===== src/sv/ppt_pkg.sv =====
// ----------------------------------------------------------------------------
// ppt_pkg
// Types and constants shared by the parent-pointer tree table modules.
// ----------------------------------------------------------------------------
package ppt_pkg;

    localparam int CAPACITY = 32;
    localparam int IDX_W    = 5;
    localparam int CNT_W    = 6;
    localparam int VAL_W    = 8;

    localparam logic signed [IDX_W:0] IDX_NONE = -(IDX_W+1)'(1);

    typedef enum logic [1:0] {
        ACT_ROOT   = 2'd0,
        ACT_CHILD  = 2'd1,
        ACT_RSIB   = 2'd2,
        ACT_LCHILD = 2'd3
    } t_action;

    typedef enum logic [1:0] {
        ST_OK          = 2'd0,
        ST_ROOT_EXISTS = 2'd1,
        ST_FULL        = 2'd2,
        ST_NOT_FOUND   = 2'd3
    } t_status;

    typedef enum logic [2:0] {
        S_IDLE,
        S_FETCH,
        S_FWAIT,
        S_SCAN,
        S_WRITE,
        S_DONE
    } t_state;

    typedef struct packed {
        logic [VAL_W-1:0] value;
        logic             link_valid;
        logic [IDX_W-1:0] link_idx;
    } t_entry;

    typedef struct packed {
        t_action          mode;
        logic [VAL_W-1:0] pval;
        logic             ref_valid;
        logic [IDX_W-1:0] ref_idx;
        logic [IDX_W-1:0] pos;
    } t_match_req;

endpackage


===== src/sv/ppt_ram.sv =====
// ----------------------------------------------------------------------------
// ppt_ram
// Generic single-write, single-read RAM with registered read data.
// ----------------------------------------------------------------------------
module ppt_ram #(
    parameter int WIDTH = 8,
    parameter int DEPTH = 32
) (
    input  logic                     i_clk,
    input  logic                     i_we,
    input  logic [$clog2(DEPTH)-1:0] i_waddr,
    input  logic [WIDTH-1:0]         i_wdata,
    input  logic [$clog2(DEPTH)-1:0] i_raddr,
    output logic [WIDTH-1:0]         o_rdata
);

    logic [WIDTH-1:0] r_mem [DEPTH];

    always_ff @(posedge i_clk) begin
        if (i_we) begin
            r_mem[i_waddr] <= i_wdata;
        end
        o_rdata <= r_mem[i_raddr];
    end

endmodule


===== src/sv/ppt_match.sv =====
// ----------------------------------------------------------------------------
// ppt_match
// Shared compare unit: tests one table entry against the key of the action.
// ----------------------------------------------------------------------------
module ppt_match import ppt_pkg::*; (
    input  t_match_req i_req,
    input  t_entry     i_entry,
    output logic       o_hit
);

    always_comb begin
        case (i_req.mode)
            ACT_CHILD: begin
                o_hit = (i_entry.value == i_req.pval);
            end
            ACT_RSIB: begin
                // root-level nodes are siblings of one another
                o_hit = (i_entry.link_valid == i_req.ref_valid) &&
                        (!i_entry.link_valid || (i_entry.link_idx == i_req.ref_idx));
            end
            ACT_LCHILD: begin
                o_hit = i_entry.link_valid && (i_entry.link_idx == i_req.pos);
            end
            default: begin
                o_hit = 1'b0;
            end
        endcase
    end

endmodule


===== src/sv/parent_pointer_tree_table.sv =====
// Root insert: write state, then result strobe; a rejected word skips the write state.
// Child insert and queries read one table entry per cycle through the single
// RAM read port; a new word is taken the cycle after the result strobe.
// The result strobe cannot be held off by the receiver.
// Synchronous active-low reset empties the table; stored entries are not cleared.
// ----------------------------------------------------------------------------
// parent_pointer_tree_table
// Tree table in parent-pointer form with root/child insert and sibling/child
// queries, run by a small sequencer over one RAM and one compare unit.
// ----------------------------------------------------------------------------
module parent_pointer_tree_table import ppt_pkg::*; (
    input  logic                     i_clk,
    input  logic                     i_rst_n,
    input  logic                     start,
    output logic                     busy,
    input  logic [1:0]               i_action,
    input  logic [VAL_W-1:0]         i_node_value,
    input  logic [VAL_W-1:0]         i_parent_value,
    input  logic [IDX_W-1:0]         i_position,
    output logic                     o_valid,
    output logic signed [IDX_W:0]    o_result_index,
    output logic [VAL_W-1:0]         o_result_value,
    output logic [1:0]               o_status,
    output logic [CNT_W-1:0]         o_count_after,
    output logic                     o_tree_empty
);

    t_state               r_state, n_state;
    t_action              r_act, n_act;
    logic [VAL_W-1:0]     r_nval, n_nval;
    logic [VAL_W-1:0]     r_pval, n_pval;
    logic [IDX_W-1:0]     r_pos, n_pos;
    logic [CNT_W-1:0]     r_count, n_count;
    logic [CNT_W-1:0]     r_addr, n_addr;
    logic                 r_rd_vld, n_rd_vld;
    logic [IDX_W-1:0]     r_rd_idx, n_rd_idx;
    logic                 r_ref_v, n_ref_v;
    logic [IDX_W-1:0]     r_ref_idx, n_ref_idx;
    logic                 r_found, n_found;
    logic [IDX_W-1:0]     r_par, n_par;
    logic signed [IDX_W:0] r_res_idx, n_res_idx;
    logic [VAL_W-1:0]     r_res_val, n_res_val;
    t_status              r_status, n_status;

    t_action              w_in_act;
    logic                 w_full;
    logic                 w_pos_ok;
    logic                 w_issue;
    logic                 w_hit;
    logic                 w_exhaust;

    logic                 ram_we;
    logic [IDX_W-1:0]     ram_waddr;
    t_entry               ram_wdata;
    logic [IDX_W-1:0]     ram_raddr;
    logic [$bits(t_entry)-1:0] ram_rdata;
    t_entry               rd_entry;

    t_match_req           m_req;
    logic                 m_hit;

    assign w_in_act  = t_action'(i_action);
    assign w_full    = (r_count >= CNT_W'(CAPACITY));
    assign w_pos_ok  = ({1'b0, i_position} < r_count);
    assign w_issue   = (r_state == S_SCAN) && (r_addr < r_count);
    assign w_hit     = r_rd_vld && m_hit;
    assign w_exhaust = !r_rd_vld && (r_addr >= r_count);
    assign rd_entry  = t_entry'(ram_rdata);

    assign m_req.mode      = r_act;
    assign m_req.pval      = r_pval;
    assign m_req.ref_valid = r_ref_v;
    assign m_req.ref_idx   = r_ref_idx;
    assign m_req.pos       = r_pos;

    ppt_ram #(
        .WIDTH ($bits(t_entry)),
        .DEPTH (CAPACITY)
    ) u_ram (
        .i_clk   (i_clk),
        .i_we    (ram_we),
        .i_waddr (ram_waddr),
        .i_wdata (ram_wdata),
        .i_raddr (ram_raddr),
        .o_rdata (ram_rdata)
    );

    ppt_match u_match (
        .i_req   (m_req),
        .i_entry (rd_entry),
        .o_hit   (m_hit)
    );

    // next state
    always_comb begin
        n_state = r_state;
        case (r_state)
            S_IDLE: begin
                if (start) begin
                    case (w_in_act)
                        ACT_ROOT:  n_state = (r_count != '0) ? S_DONE : S_WRITE;
                        ACT_CHILD: n_state = w_full ? S_DONE : S_SCAN;
                        ACT_RSIB:  n_state = w_pos_ok ? S_FETCH : S_DONE;
                        default:   n_state = S_SCAN;
                    endcase
                end
            end
            S_FETCH: n_state = S_FWAIT;
            S_FWAIT: n_state = S_SCAN;
            S_SCAN: begin
                if (w_hit || w_exhaust) begin
                    n_state = (r_act == ACT_CHILD) ? S_WRITE : S_DONE;
                end
            end
            S_WRITE: n_state = S_DONE;
            S_DONE:  n_state = S_IDLE;
            default: n_state = S_IDLE;
        endcase
    end

    // datapath next values
    always_comb begin
        n_act     = r_act;
        n_nval    = r_nval;
        n_pval    = r_pval;
        n_pos     = r_pos;
        n_count   = r_count;
        n_addr    = r_addr;
        n_rd_vld  = 1'b0;
        n_rd_idx  = r_addr[IDX_W-1:0];
        n_ref_v   = r_ref_v;
        n_ref_idx = r_ref_idx;
        n_found   = r_found;
        n_par     = r_par;
        n_res_idx = r_res_idx;
        n_res_val = r_res_val;
        n_status  = r_status;
        case (r_state)
            S_IDLE: begin
                if (start) begin
                    n_act     = w_in_act;
                    n_nval    = i_node_value;
                    n_pval    = i_parent_value;
                    n_pos     = i_position;
                    n_found   = 1'b0;
                    n_par     = '0;
                    n_res_idx = IDX_NONE;
                    n_res_val = '0;
                    n_status  = ST_NOT_FOUND;
                    n_addr    = (w_in_act == ACT_CHILD) ? '0
                                                        : ({1'b0, i_position} + CNT_W'(1));
                    if (w_in_act == ACT_ROOT) begin
                        n_status = ST_ROOT_EXISTS;
                    end else if (w_in_act == ACT_CHILD) begin
                        n_status = ST_FULL;
                    end
                end
            end
            S_FWAIT: begin
                n_ref_v   = rd_entry.link_valid;
                n_ref_idx = rd_entry.link_idx;
            end
            S_SCAN: begin
                if (w_issue) begin
                    n_rd_vld = 1'b1;
                    n_addr   = r_addr + CNT_W'(1);
                end
                if (w_hit) begin
                    n_found   = 1'b1;
                    n_par     = r_rd_idx;
                    n_res_idx = $signed({1'b0, r_rd_idx});
                    n_res_val = rd_entry.value;
                    n_status  = ST_OK;
                end
            end
            S_WRITE: begin
                n_res_idx = $signed({1'b0, r_count[IDX_W-1:0]});
                n_res_val = r_nval;
                n_status  = ST_OK;
                n_count   = r_count + CNT_W'(1);
            end
            default: begin
            end
        endcase
    end

    // control outputs
    always_comb begin
        busy      = (r_state != S_IDLE);
        o_valid   = (r_state == S_DONE);
        ram_we    = (r_state == S_WRITE);
        ram_waddr = r_count[IDX_W-1:0];
        ram_wdata.value      = r_nval;
        ram_wdata.link_valid = r_found;
        ram_wdata.link_idx   = r_par;
        ram_raddr = (r_state == S_FETCH) ? r_pos : r_addr[IDX_W-1:0];
    end

    always_ff @(posedge i_clk) begin
        if (!i_rst_n) begin
            r_state  <= S_IDLE;
            r_count  <= '0;
            r_rd_vld <= 1'b0;
        end else begin
            r_state  <= n_state;
            r_count  <= n_count;
            r_rd_vld <= n_rd_vld;
        end
    end

    always_ff @(posedge i_clk) begin
        r_act     <= n_act;
        r_nval    <= n_nval;
        r_pval    <= n_pval;
        r_pos     <= n_pos;
        r_addr    <= n_addr;
        r_rd_idx  <= n_rd_idx;
        r_ref_v   <= n_ref_v;
        r_ref_idx <= n_ref_idx;
        r_found   <= n_found;
        r_par     <= n_par;
        r_res_idx <= n_res_idx;
        r_res_val <= n_res_val;
        r_status  <= n_status;
    end

    assign o_result_index = r_res_idx;
    assign o_result_value = r_res_val;
    assign o_status       = r_status;
    assign o_count_after  = r_count;
    assign o_tree_empty   = (r_count == '0);

    // result strobe lasts one cycle
    a_strobe_single: assert property (@(posedge i_clk) disable iff (!i_rst_n)
        o_valid |=> !o_valid)
        else $error("result strobe held longer than one cycle");

    a_count_bound: assert property (@(posedge i_clk) disable iff (!i_rst_n)
        r_count <= CNT_W'(CAPACITY))
        else $error("node count beyond capacity");

    // node count only moves on a table write
    a_count_on_write: assert property (@(posedge i_clk) disable iff (!i_rst_n)
        (r_count != $past(r_count)) |-> ($past(r_state) == S_WRITE))
        else $error("node count changed outside a write");

    a_ok_has_index: assert property (@(posedge i_clk) disable iff (!i_rst_n)
        (o_valid && (o_status == ST_OK)) |-> (o_result_index != IDX_NONE))
        else $error("ok result without an index");

    a_fail_zero_value: assert property (@(posedge i_clk) disable iff (!i_rst_n)
        (o_valid && (o_status != ST_OK)) |->
            ((o_result_value == '0) && (o_result_index == IDX_NONE)))
        else $error("failed result carries data");

endmodule


===== config.mk =====
export PLATFORM = sky130hd
export DESIGN_NAME = parent_pointer_tree_table
export DESIGN_NICKNAME = d
export VERILOG_FILES = /design/src/sv/ppt_pkg.sv /design/src/sv/ppt_ram.sv /design/src/sv/ppt_match.sv /design/src/sv/parent_pointer_tree_table.sv
export SDC_FILE = /design/constraint.sdc
export NUM_CORES = 1
export LEC_CHECK = 0
export BUFFER_PORTS_ARGS = -buffer_cell sky130_fd_sc_hd__buf_2
export CAP_MARGIN = 20
export CORE_MARGIN = 5
export CORE_UTILIZATION = 55
export CTS_CLUSTER_SIZE = 28
export DETAILED_ROUTE_END_ITERATION = 16
export PLACE_DENSITY = 0.72
export SLEW_MARGIN = 40
export SYNTH_ARGS = -nofsm -noshare
export SYNTH_HDL_FRONTEND = slang
export SYNTH_SLANG_ARGS = --single-unit

===== constraint.sdc =====
create_clock -name i_clk -period 2.9 [get_ports i_clk]
set_input_delay 0.725 -clock i_clk [delete_from_list [all_inputs] [get_ports i_clk]]
set_output_delay 0.725 -clock i_clk [all_outputs]
set_load 0.01 [all_outputs]

==> impl_metrics.py, run 1 <==
metrics = {
    "run_status": {
        "status": "completed",
    },
    "routing": {
        "totalWireLength_mm": 53.2,
        "vias": 13057,
        "antenna_left": 0,
        "drc": 0,
        "via_per_inst": 6.06,
        "wl_per_cell_um": 24.7,
        "drt_first_pass_iters": 5,
        "first_iter_violations": 1503,
    },
    "floorplan": {
        "die_area_sq_mm": 0.0426,
        "die_h_um": 207,
        "die_w_um": 207,
        "pin_count": 51,
        "rows": 72,
        "start_util": 0.552,
        "core_area_sq_mm": 0.0385,
    },
    "clock_network": {
        "path_clk_slew_ns": 0.06,
        "numCtsBuffers": 52,
        "htree_levels": 2,
        "clock_path_buffers": 3,
        "root_buffer": "clkbuf_16",
        "clock_latency_ns": 0.59,
        "cts_tree": "yes",
        "clock_sinks": 534,
        "hold_buffers": 0,
    },
    "worst_setup_path": {
        "end_kind": "flip-flop",
        "crit_fanout": 38,
        "required_ns": 3.31,
        "arrival_ns": 3.13,
        "cp-start-kind": "flip-flop",
        "worst-setup-path-type": "reg -> reg",
        "rr_startpoint": "r_state[2]$_SDFFE_PN0P_",
        "cp-startpoint": "r_state[2]$_SDFFE_PN0P_",
    },
    "timing": {
        "fin_worst_skew_ns": 0.0146,
        "whs_ns": 0.308,
        "setup_violations": 0,
        "rsz0062_at_grt": "false",
        "relSlewSlack": 0.480,
        "slew_viol_final": 0,
        "fin_setup_tns_ns": 0,
        "fin_crit_sh": 0.937,
        "fmax_mhz": 368,
        "hold_violations": 0,
        "worst_slack_ns": 0.182,
        "worst_pin_slew_ns": 0.773,
        "min_period_ns": 2.72,
    },
    "pwr": {
        "clkPwrFrac": 0.335,
        "p_per_area_mw_per_mm2": 798,
        "switchingPower_w": 0.00547,
        "switching_share": 0.281,
        "irDropWorstVdd_mv": 0.507,
        "p_int_w": 0.0140,
        "seqPwrFrac": 0.479,
        "finalPower_w": 0.0195,
        "comb_power_share": 0.185,
        "p_leak_nw": 8.41,
    },
    "final_layout": {
        "drive_gt1_frac": 0.166,
        "diodes": 0,
        "area_delta_synth_final_pct": 14.9,
        "final_nets": 1640,
    },
    "run": {
        "drv_cap": 0,
    },
    "synth": {
        "ys_async_sr_fraction": 0,
        "synth_top_area_frac": 0.714,
        "synth_top_cell_by_area": "edfxtp_1",
        "synth_area_per_cell_sq_um": 14.6,
        "synth_cells": 1458,
        "synth.most_common_cell": "edfxtp_1",
        "synth_common_cells": "edfxtp_1, nand2_1, nand3_1",
        "ys.flop_type": "edfxtp_1",
        "synth.area.top_cells": "edfxtp_1, nand2_1, mux2i_1",
        "yosysSeqAreaShare": 0.741,
        "ys_warn_count": 0,
        "ys_types": 56,
        "synthesis.area_sq_mm": 0.0212,
        "ys_ff_latch": 534,
        "synth_edf_count": 505,
        "syn_nets": 1505,
    },
    "grt": {
        "grt_pass1_wl_mm": 79.5,
        "grt_usage": 0.251,
        "grt-ovfl-total": 0,
        "antenna_found_initial": 2,
        "grt_max_degree": 47,
        "grt_pass1_vias": 12972,
    },
    "placed_design": {
        "dp_hpwl_mm": 34.3,
        "numPortBuffers": 50,
        "dp_slack_ns": 0.173,
        "place_congestion": 0.888,
    },
    "worst_hold_path": {
        "hold_path.class": "in -> reg",
        "worstHoldStart": "i_node_value[7]",
    },
}
-- sequential cells by signal, summed over array words and instances, names as in the netlist, 2 cells and up --
register / count
r_pos: 5
r_addr: 6
o_status: 2
r_pval: 8
r_ref_idx: 5
o_count_after: 6
r_rd_idx: 5
r_par: 5
r_state: 3
u_ram.r_mem: 448
r_nval: 8
r_act: 2
o_result_index: 6
u_ram.o_rdata: 14
o_result_value: 8
-- power by group through the flow --
| stage | clock network (W) | registers [W] | logic, W |
|---|---|---|---|
| 3_3_place_gp | 0 | 0.00955 | 0.00341 |
| 4_1_cts | 0.00660 | 0.00933 | 0.00360 |
| 2_1_floorplan | 0 | 0.00943 | 0.00209 |
| 3_5_place_dp | 0 | 0.00949 | 0.00358 |
| 5_1_grt | 0.00694 | 0.00936 | 0.00389 |
| 6_report | 0.00654 | 0.00934 | 0.00361 |
-- path summary, 6_finish.rpt --
path                            depth (start not counted)  slack [ns]                        end
worst min register to register                          1        0.55     r_par[0]$_SDFFCE_PN0P_
worst max-delay path                                    7        0.18  u_ram.o_rdata[11]$_DFF_P_
worst min-delay path                                    1        0.31        r_nval[7]$_DFFE_PP_
worst max register to register                          7        0.18  u_ram.o_rdata[11]$_DFF_P_
-- stage by stage --
stage,instances,cell area (sq um),utilization
global placement,2049,22600,0.588
detailed placement,2057,22700,0.591
finish,2153,24400,0.635
CTS,2153,24400,0.634
global route,2153,24400,0.635
floorplan,1458,21200,-
-- final cells by class --
class                   count  area [sq um]
fillers                  2752         14100
multi-input cells         834          5150
inverters                  18          67.6
well taps                 518           648
flip-flops and latches    534         15700
repair buffers            153          1140
clock inverters            20           164
clock buffers              76          1490
-- repair_timing --
action,CTS,global route
buffers inserted,0,0
setup endpoints to repair,0,1
resized for setup,0,2
-- layer usage --
layer,share of wire,vias up,track usage
met5,0,-,0
met4,0.048,0,0.112
met3,0.11,117,0.0609
li1,-,5800,-
met1,0.39,6428,0.348
met2,0.46,712,0.384
-- critical path: stages, from the launching register on --
cell and delay [ns]:
dfxtp_1 0.31, or3b_4 0.48, mux2_4 0.42, buf_12 0.26, mux2i_1 0.22, mux2i_1 0.11
a222oi_1 0.48, nand4_1 0.24
-- kinds of logic (layout without fill, tap and decap cells) --
family                   after synthesis  after routing  synth area share
flip-flops                           534            534             0.741
adder cells (fa/ha/maj)               21             21            0.0124
multiplexers                          86             86            0.0534
AO/OA/AOI/OAI                        192            192            0.0563
buffers and inverters                 90            267            0.0184
XOR/XNOR                              28             28            0.0115
AND/OR/NAND/NOR                      507            507             0.107
-- cell usage in the layout (no fill, tap or decap), types with 22 or more instances in the layout --
| master | synthesis | layout |
|---|---|---|
| clkbuf_16 | 0 | 53 |
| nand2_1 | 250 | 250 |
| xnor2_1 | 22 | 22 |
| dfxtp_1 | 29 | 29 |
| buf_2 | 13 | 50 |
| buf_4 | 2 | 88 |
| nor2_1 | 79 | 79 |
| mux2i_1 | 59 | 56 |
| edfxtp_1 | 505 | 505 |
| nand4_1 | 36 | 36 |
| a21oi_1 | 66 | 66 |
| nand3_1 | 83 | 82 |
| o22ai_1 | 45 | 45 |
Note: power is estimated with default switching activity, not from simulation.
==> run 2: changes to the inputs <==
--- a/config.mk
+++ b/config.mk
@@ -5,6 +5,7 @@
 export SDC_FILE = /design/constraint.sdc
 export NUM_CORES = 1
 export LEC_CHECK = 0
+export ABC_AREA = 1
 export BUFFER_PORTS_ARGS = -buffer_cell sky130_fd_sc_hd__buf_2
 export CAP_MARGIN = 20
 export CORE_MARGIN = 5
==> impl_metrics.py, run 2 <==
metrics = {
    "synth": {
        "ys_types": 37,
        "synth_area_per_cell_sq_um": 10.8,
        "synthesis.area_sq_mm": 0.0226,
        "synth_cells": 2101,
        "synth.most_common_cell": "nand2_1",
        "synth_top_area_frac": 0.671,
        "ys_async_sr_fraction": 0,
        "ys_warn_count": 0,
        "synth.area.top_cells": "edfxtp_1, nand2_1, nand3_1",
        "yosysSeqAreaShare": 0.696,
        "synth_common_cells": "nand2_1, edfxtp_1, nand3_1",
        "synth_edf_count": 505,
        "ys_ff_latch": 534,
        "synth_top_cell_by_area": "edfxtp_1",
        "syn_nets": 2148,
        "ys.flop_type": "edfxtp_1",
    },
    "worst_setup_path": {
        "crit_fanout": 62,
        "required_ns": 3.43,
        "critical_path.most_common_cell": "nand2_1",
        "slowest_stage": "dfxtp_1",
        "path_buf_inv": 3,
        "worst-setup-path-type": "reg -> reg",
        "slowest_delay_ns": 0.41,
        "cp_cell_sequence": "inv_2, nand3_2, buf_4, nand2_1, o21ai_4, buf_12, nand2_1, nand2_1, nand2_1, nand3_1, nand3_1, nand2_1, nand2_1, nand2_1",
        "reg2reg_slack_ns": 0.16,
        "rr_startpoint": "r_state[2]$_SDFFE_PN0P_",
        "arrival_ns": 3.27,
        "rr_worst_depth": 14,
        "reg2reg_to": "u_ram.o_rdata[5]$_DFF_P_",
        "end_kind": "flip-flop",
        "cp-start-kind": "flip-flop",
        "crit_family": "simple AND/OR/NAND/NOR gates",
    },
    "final_layout": {
        "seqCellArea_sq_mm": 0.0157,
        "fillCellCount": 3067,
        "drive_gt1_frac": 0.103,
        "final_common_cell": "nand2_1",
        "area_delta_synth_final_pct": 13.1,
        "final_nets": 2242,
        "top_register": "u_ram.r_mem",
        "reg.largest.list": "u_ram.r_mem x448, u_ram.o_rdata x14",
        "final_util": 0.628,
        "multi_input_area_sq_mm": 0.00569,
        "largest_reg_flops": 448,
        "final_cell_mix": "nand2_1, edfxtp_1, nand3_1, inv_1, buf_4",
    },
    "grt": {
        "grt_pass1_wl_mm": 87.6,
        "grt_pass1_vias": 14959,
        "grt_usage": 0.258,
        "grt_max_degree": 78,
        "antenna_found_initial": 3,
        "grt-ovfl-total": 0,
    },
    "routing": {
        "totalWireLength_mm": 58.5,
        "antenna_left": 0,
        "drc": 0,
        "vias": 15591,
        "first_iter_violations": 1771,
        "drt_first_pass_iters": 5,
        "via_per_inst": 5.62,
        "wl_per_cell_um": 21.1,
    },
    "timing": {
        "fmax_mhz": 364,
        "fin_crit_sh": 0.946,
        "fin_worst_skew_ns": 0.0156,
        "min_period_ns": 2.74,
        "rsz0062_at_grt": "false",
        "setup_violations": 0,
        "fin_setup_tns_ns": 0,
        "hold_violations": 0,
        "worst_pin_slew_ns": 0.775,
        "relSlewSlack": 0.483,
        "slew_viol_final": 0,
    },
    "run_status": {
        "status": "completed",
    },
    "floorplan": {
        "start_util": 0.555,
        "die_w_um": 213,
        "die_h_um": 213,
        "core_area_sq_mm": 0.0407,
        "die_area_sq_mm": 0.0453,
        "pin_count": 51,
        "rows": 74,
    },
    "pwr": {
        "p_per_area_mw_per_mm2": 938,
        "irDropWorstVdd_mv": 0.575,
        "p_leak_nw": 10.4,
    },
    "clock_network": {
        "root_buffer": "clkbuf_16",
        "numCtsBuffers": 53,
        "clock_latency_ns": 0.59,
        "path_clk_slew_ns": 0.06,
        "cts_tree": "yes",
        "postCtsSetupBuffers": 0,
        "htree_levels": 2,
        "clock_path_buffers": 3,
        "clock_sinks": 534,
        "cts_resized": 0,
        "hold_buffers": 0,
    },
    "placed_design": {
        "place_congestion": 0.919,
        "numPortBuffers": 50,
        "dp_hpwl_mm": 35.3,
    },
    "worst_hold_path": {
        "worstHoldStart": "i_node_value[3]",
        "min_to": "r_nval[3]$_DFFE_PP_",
        "hold_path.class": "in -> reg",
        "whs_path_depth": 1,
    },
    "run": {
        "drv_cap": 0,
    },
}
[run 2: how the worst max path moves through the flow]
| stage | start | cells after the start | endpoint |
|---|---|---|---|
| 6_report | r_state[2]$_SDFFE_PN0P_ | 14 | u_ram.o_rdata[5]$_DFF_P_ |
| 5_1_grt | r_state[2]$_SDFFE_PN0P_ | 14 | u_ram.o_rdata[5]$_DFF_P_ |
| 4_1_cts | r_state[2]$_SDFFE_PN0P_ | 14 | u_ram.o_rdata[9]$_DFF_P_ |
| 3_5_place_dp | r_state[2]$_SDFFE_PN0P_ | 14 | u_ram.o_rdata[9]$_DFF_P_ |
| 3_3_place_gp | r_state[2]$_SDFFE_PN0P_ | 14 | u_ram.o_rdata[9]$_DFF_P_ |
| 2_1_floorplan | r_state[0]$_SDFFE_PN0P_ | 7 | u_ram.r_mem[3][0]$_DFFE_PP_ |
[run 2: cell families (layout without fill, tap and decap cells)]
family                   after synthesis  count (layout)  synth area share
flip-flops                           534             534             0.696
buffers and inverters                294             431            0.0551
other                                  0               1                 0
AO/OA/AOI/OAI                         99             100            0.0296
XOR/XNOR                               7               7           0.00271
adder cells (fa/ha/maj)               21              21            0.0116
AND/OR/NAND/NOR                     1146            1146             0.205
[run 2: layer usage]
metal	part of all wire	vias to the layer above	wire length, um	global-route usage
met1	0.38	7429	22400	0.343
li1	-	7215	-	-
met5	0.00022	-	13	0
met3	0.11	147	6590	0.0755
met4	0.044	2	2580	0.107
met2	0.46	798	26900	0.403
[run 2: metrics by stage]
step                std cells  hold WS [ns]  total power [W]  setup slack [ns]  area [sq um]
floorplan                2101         0.396           0.0144             0.294         22600
global placement         2670         0.467           0.0171             0.331         23800
detailed placement       2671         0.474           0.0173             0.260         23900
CTS                      2770         0.280           0.0239             0.251         25500
global route             2771         0.279           0.0252           0.00337         25600
finish                   2772         0.309           0.0240             0.156         25600
[run 2: power breakdown]
group | total, W | internal [W] | switching (W)
registers | 0.00970 | 0.00930 | 0.000402
clock network | 0.00666 | 0.00384 | 0.00282
logic | 0.00764 | 0.00214 | 0.00549
[run 2: final cells by class]
type,count,area share
inverter,197,0.0290
antenna,1,0.0000978
sequential,534,0.616
tap,532,0.0260
clock buffer,65,0.0557
timing repair buffer,135,0.0406
multi-input combinational,1274,0.222
clock inverter,34,0.0107
